==> src/sv/dvrt_pkg.sv <==
// Shared types, codes and sizes for the distance-vector route table.
// No dependencies; imported by dvrt_ctrl, dvrt_datapath and the top level.
package dvrt_pkg;

    // Default sizes handed to the top-level parameters
    localparam int DVRT_TABLE_ENTRIES  = 64;
    localparam int DVRT_NEIGHBOR_SLOTS = 4;

    // Fixed field widths
    localparam int ADDR_W    = 32;
    localparam int METRIC_W  = 5;
    localparam int AGE_W     = 8;
    localparam int OWNER_W   = 2;
    localparam int CMD_W     = 2;
    localparam int STATUS_W  = 2;
    localparam int CFG_IDX_W = 3;
    localparam int NCOUNT_W  = 3;

    localparam logic [METRIC_W-1:0] METRIC_INFINITY = 5'd16;
    localparam logic [AGE_W-1:0]    AGE_MAX         = 8'hFF;

    // Command codes
    localparam logic [CMD_W-1:0] CMD_UPDATE = 2'd0;
    localparam logic [CMD_W-1:0] CMD_TICK   = 2'd1;
    localparam logic [CMD_W-1:0] CMD_LOOKUP = 2'd2;

    // Result status codes
    localparam logic [STATUS_W-1:0] ST_OK       = 2'd0;
    localparam logic [STATUS_W-1:0] ST_UNKNOWN  = 2'd1;
    localparam logic [STATUS_W-1:0] ST_FULL     = 2'd2;
    localparam logic [STATUS_W-1:0] ST_NO_ROUTE = 2'd3;

    // Configuration register indexes (neighbor addresses are 0..3)
    localparam logic [CFG_IDX_W-1:0] CFG_NBR_COUNT = 3'd4;

    // One stored route
    typedef struct packed {
        logic [OWNER_W-1:0]  owner;
        logic [ADDR_W-1:0]   network;
        logic [ADDR_W-1:0]   netmask;
        logic [METRIC_W-1:0] hops;
        logic [AGE_W-1:0]    age;
    } entry_t;

    // Controller to datapath
    typedef struct packed {
        logic load;         // capture item, clear scan state
        logic scan_run;     // walk the table
        logic append;       // place a new route at the fill point
        logic result_load;  // move result into the output register
    } dp_ctrl_t;

    // Datapath to controller
    typedef struct packed {
        logic scan_done;
        logic need_append;
        logic out_busy;
    } dp_stat_t;

endpackage

==> src/sv/dvrt_ctrl.sv <==
// Sequencing state machine for the route table: accept, scan, append, result.
// Depends on dvrt_pkg; drives dvrt_datapath through dp_ctrl_t.
module dvrt_ctrl import dvrt_pkg::*; (
    input  logic     aclk,
    input  logic     aresetn,
    input  logic     s_valid,
    output logic     s_ready,
    input  dp_stat_t stat,
    output dp_ctrl_t ctrl
);

    typedef enum logic [1:0] {
        S_IDLE,
        S_SCAN,
        S_APPEND,
        S_RESULT
    } state_t;

    state_t state_reg, state_next;
    logic   s_ready_reg;

    // Next state and commands
    always_comb begin
        state_next = state_reg;
        ctrl       = '0;
        case (state_reg)
            S_IDLE: begin
                if (s_valid) begin
                    ctrl.load  = 1'b1;
                    state_next = S_SCAN;
                end
            end
            S_SCAN: begin
                ctrl.scan_run = 1'b1;
                if (stat.scan_done) begin
                    state_next = stat.need_append ? S_APPEND : S_RESULT;
                end
            end
            S_APPEND: begin
                ctrl.append = 1'b1;
                state_next  = S_RESULT;
            end
            S_RESULT: begin
                if (!stat.out_busy) begin
                    ctrl.result_load = 1'b1;
                    state_next       = S_IDLE;
                end
            end
            default: begin
                state_next = S_IDLE;
            end
        endcase
    end

    // State and registered ready
    always_ff @(posedge aclk) begin
        if (!aresetn) begin
            state_reg   <= S_IDLE;
            s_ready_reg <= 1'b1;
        end else begin
            state_reg   <= state_next;
            s_ready_reg <= (state_next == S_IDLE);
        end
    end

    assign s_ready = s_ready_reg;

endmodule

==> config.mk <==
export PLATFORM = sky130hd
export DESIGN_NAME = dvrt_ctrl
export DESIGN_NICKNAME = d
export VERILOG_FILES = /design/src/sv/dvrt_pkg.sv /design/src/sv/dvrt_ctrl.sv
export SDC_FILE = /design/constraint.sdc
export NUM_CORES = 1
export LEC_CHECK = 0
export BUFFER_PORTS_ARGS = -buffer_cell sky130_fd_sc_hd__buf_2
export CORE_AREA = 2 2 39 41
export CTS_CLUSTER_DIAMETER = 60
export DETAILED_ROUTE_END_ITERATION = 10
export DIE_AREA = 0 0 41 43
export PLACE_DENSITY_LB_ADDON = 0.05
export SLEW_MARGIN = 10
export SYNTH_ARGS = -nofsm -noshare
export SYNTH_HDL_FRONTEND = slang
export SYNTH_SLANG_ARGS = --single-unit
==> constraint.sdc <==
create_clock -name aclk -period 2.61 [get_ports aclk]
set_clock_uncertainty 0.15 [all_clocks]
set_input_delay 0.3915 -clock aclk [delete_from_list [all_inputs] [get_ports aclk]]
set_output_delay 0.3915 -clock aclk [all_outputs]
set_load 0.05 [all_outputs]
==> results.ini, run 1 <==
[outcome]
status=complete, no violations

[synth]
ys_seq_area_share_pct=41.0
yosysWarnings=0
synth_top_area_share_pct=41.0
syn_area_per_cell_um2=8.61
synth_edf_count=0
synthTopCellsByCount=3 x dfxtp_1, 3 x nor2_1, 2 x a31oi_1
syn_nets=23
synth_cells=17
syn_area_um2=146
synth.distinct_cells=12
synth_area_leaders=dfxtp_1 41%, a31oi_1 8.5%, nor2_1 7.7%
ys_ff_latch=3
async_flop_share_pct=0
synth_area_leader_cell=dfxtp_1
synth_top_flop_cell=dfxtp_1

[clocking]
clockBufferDepth=2
htreeDepth=1
insertion_delay_ns=0.23
cts_root_buffer=clkbuf_4
hold_buffers=0
cts_setup_buffers=0
clk_pin_slew_ns=0.04
cts_tree=built
cts_resized=0
cts.sink_count=3
cts_inserted_buffers=3

[setup_path]
worst_setup_path_end_kind=output pin
ff2ff_setup_slack_ns=1.49
worst_setup_path_start_kind=flop
cp_max_fo=7
worstSetupPathType=flop to output pin
cp.required_ns=2.07
cp_data_arrival_time_ns=1.23

[die]
pin_count=11
num_rows=14
fp.dieW_um=41
die_area_mm2=0.00176
core_region_area_mm2=0.00138
die_h_um=43
start_util_pct=10.6

[sta]
slew_headroom_pct=83.2
final_max_slew_viol_count=0
rsz0062_at_grt=false
fin_crit_sh_pct=67.7
finalCriticalPeriod_ns=1.77
tightest_slew_ns=0.253
fmax_ghz=0.566
hold_viol=0
setup_viol_count_final=0
tns_ns=0

[placement]
io_buffers=10
gp_congestion=0.668

[finish]
fin_nets=38
area_growth_syn_to_layout_pct=65.8
final_core_util_pct=17.5
antenna_cells=0
largest_reg_flops=2
drive_gt1_share_pct=48.4
nFillCells=163

[routing]
finalWirelength_um=409
drc=0
vias_per_cell=3.53
drtAntennaViolNets=0
vias=166
drt_iter0_drc=1
wire_per_inst_um=8.70
first_pass_iters=4

[power]
irDropWorstVdd_uv=159
p_per_area_mw_per_mm2=838
p_leak_nw=0.116

[job]
drv_cap=0

[global_route]
grt_pass1_wl_um=634
grt_pass1_vias=176
grt_util_all_layers_pct=6.01
overflow=0
grt_antenna_before_repair=0
grt_max_degree=8

[worst_hold_path]
hp-class=primary input to flop

[cells in the final DEF, fill, tap and decap left out]
master	count
inv_1	1
a31o_1	1
buf_2	10
nand4b_1	1
nand2_1	1
o21ai_2	1
nor2_1	3
dfxtp_1	3
and2b_2	1
clkbuf_4	3
clkbuf_1	1
a31oi_1	2
nor3b_1	1
and2_1	1
nor2b_1	1
[metal layers]
metal  track usage [%]  wire [um]  vias to the layer above
met2              6.88        187                       11
met5                 0          0                        -
met1              6.39        171                       67
met3              1.57         50                        0
met4              10.0          0                        0
li1                  -          -                       88
[cell type report]
cell class | instances | area [um2] | area share [%]
well taps | 16 | 20.0 | 8.25
clock buffers | 4 | 26.3 | 10.8
inverters | 1 | 3.75 | 1.55
repair buffers | 10 | 50.0 | 20.6
multi-input cells | 13 | 82.6 | 34.0
flip-flops and latches | 3 | 60.1 | 24.7
[stage by stage]
stage               area (um2)  cells  setup slack, ns  total power, mW  hold slack [ns]
floorplan                  146     17            0.531            0.108            0.348
global placement           216     43            0.987            0.126            0.426
detailed placement         216     43            0.988            0.126            0.421
CTS                        243     47            0.811            0.209            0.256
global route               243     47            0.756            0.217            0.274
finish                     243     47            0.843            0.203            0.269
[cells by family (layout without fill, tap and decap cells)]
| family | count (synthesis) | count (layout) | share of synthesized area, % |
|---|---|---|---|
| AO/OA/AOI/OAI | 4 | 4 | 20.5 |
| flip-flops | 3 | 3 | 41.0 |
| AND/OR/NAND/NOR | 9 | 9 | 35.9 |
| buffers and inverters | 1 | 15 | 2.56 |
[path summary, 6_finish.rpt]
| path | from | end | depth (start not counted) |
|---|---|---|---|
| min reg2reg | state_reg[1]$_SDFF_PN0_ | state_reg[1]$_SDFF_PN0_ | 2 |
| min | aresetn | s_ready$_SDFF_PN1_ | 2 |
| max reg2reg | state_reg[0]$_SDFF_PN0_ | state_reg[0]$_SDFF_PN0_ | 3 |
| max | state_reg[0]$_SDFF_PN0_ | ctrl[0] | 3 |
[worst max-delay path, cell delays in order (launching register included)]
cell,delay [ns]
dfxtp_1,0.42
and2b_2,0.21
and2_1,0.12
buf_2,0.25
[power breakdown]
part	switching [mW]	leakage, nW	internal [mW]
Clock	0.0225	0.0150	0.0572
Combinational	0.0458	0.0759	0.0180
Sequential	0.00689	0.0250	0.0530
Note: power is estimated with default switching activity, not from simulation.
==> run 2: changes to the inputs <==
- clock period: 2.61 -> 1.7 ns (I/O delays scaled with it)
==> results.ini, run 2 (same netlist as run 1, synthesis figures left out) <==
[outcome]
status=complete, no violations

[global_route]
grt_pass1_vias=170
grt_util_all_layers_pct=7.21
grt_pass1_wl_um=703
overflow=0
grt_antenna_before_repair=0
grt_max_degree=8

[sta]
setup_viol_count_final=0
fmax_ghz=0.639
tns_ns=0
finalCriticalPeriod_ns=1.56
final_max_slew_viol_count=0
rsz0062_at_grt=false
hold_viol=0
tightest_slew_ns=0.248
slew_headroom_pct=83.6
fin_crit_sh_pct=92.0

[clocking]
cts_root_buffer=clkbuf_4
clk_pin_slew_ns=0.04
cts.sink_count=3
cts_inserted_buffers=3
cts_tree=built
htreeDepth=1
clockBufferDepth=2
insertion_delay_ns=0.24

[power]
p_sw_mw=0.122
clkPwrFrac_pct=39.7
seqPwrFrac_pct=29.5
p_leak_nw=0.118
p_per_area_mw_per_mm2=1280
swShare_pct=37.9
p_int_mw=0.199
irDropWorstVdd_uv=171
combinationalPowerShare_pct=30.8

[die]
core_region_area_mm2=0.00138
pin_count=11
num_rows=14
die_h_um=43
fp.dieW_um=41
start_util_pct=10.6
die_area_mm2=0.00176

[finish]
nFillCells=162
area_growth_syn_to_layout_pct=71.8
largest_reg_flops=2
multi_input_area_um2=87.6
final_cell_mix=9 x buf_2, 4 x clkbuf_4, 3 x nor2_1
final_core_util_pct=18.2
drive_gt1_share_pct=54.8
layout_commonest_cell=buf_2
area.sequential_um2=61.3
antenna_cells=0
stdcell_area_um2=251
fin_nets=38
fin_cells=47

[job]
drv_cap=0

[worst_hold_path]
hp-class=primary input to flop

[setup_path]
worst_setup_path_end_kind=output pin
cp.required_ns=1.29
cp_max_fo=7
cp_data_arrival_time_ns=1.16
worstSetupPathType=flop to output pin
worst_setup_path_start_kind=flop

[routing]
drc=0
drt_iter0_drc=1
vias_per_cell=3.89
drtAntennaViolNets=0
wire_per_inst_um=9.49
first_pass_iters=2
finalWirelength_um=446
vias=183

[placement]
dpl_cell_area_um2=221
gp_congestion=0.628
dp_cells=43
hpwl_um=326
io_buffers=10

[run 2: cell types whose count changed in the layout (fill, tap and decap cells not counted), sizes merged]
cell,change
buf,-1
clkbuf,+1
[run 2: cell type report]
type / count / area share (%)
inverter: 1 / 1.49
timing repair buffer: 10 / 20.9
tap: 16 / 7.96
clock buffer: 4 / 10.4
multi-input combinational: 13 / 34.8
sequential: 3 / 24.4
[run 2: worst paths after layout]
kind         cells after the start                    start                       to  slack (ns)
max reg2reg                      3  state_reg[0]$_SDFF_PN0_  state_reg[0]$_SDFF_PN0_        0.64
min reg2reg                      2  state_reg[0]$_SDFF_PN0_  state_reg[1]$_SDFF_PN0_        0.42
min                              2                  aresetn       s_ready$_SDFF_PN1_        0.11
max                              3  state_reg[0]$_SDFF_PN0_                  ctrl[0]        0.14
[run 2: layer usage]
metal / share of wire (%) / GRT usage (%) / up-vias
li1: - / - / 89
met1: 42 / 7.32 / 83
met2: 44 / 7.81 / 7
met3: 7.8 / 3.14 / 4
met4: 5.8 / 12.0 / 0
met5: 0 / 0 / -
[run 2: repair_timing]
item,4_1_cts,5_1_grt
setup buffers,0,0
hold buffers,0,0
gates resized for setup,0,2
endpoints found under the setup margin,0,1
[run 2: stage by stage]
stage	total power, mW	hold slack (ns)	setup WS (ns)
6_report	0.321	0.112	0.135
5_1_grt	0.343	0.126	0.0505
4_1_cts	0.329	0.105	0.00459
3_5_place_dp	0.196	0.358	0.254
3_3_place_gp	0.195	0.364	0.256
2_1_floorplan	0.168	0.211	0.157
[run 2: power by group through the flow]
| stage | sequential (mW) | combinational (mW) | clock [mW] |
|---|---|---|---|
| 2_1_floorplan | 0.107 | 0.0610 | 0 |
| 3_3_place_gp | 0.0954 | 0.100 | 0 |
| 3_5_place_dp | 0.0960 | 0.0996 | 0 |
| 4_1_cts | 0.0944 | 0.0998 | 0.135 |
| 5_1_grt | 0.0963 | 0.105 | 0.142 |
| 6_report | 0.0949 | 0.0989 | 0.127 |
[run 2: critical path, stage by stage, from the launching register on]
cell      delay [ns]
dfxtp_2         0.35
and2b_2         0.22
and2_1          0.15
clkbuf_4        0.20
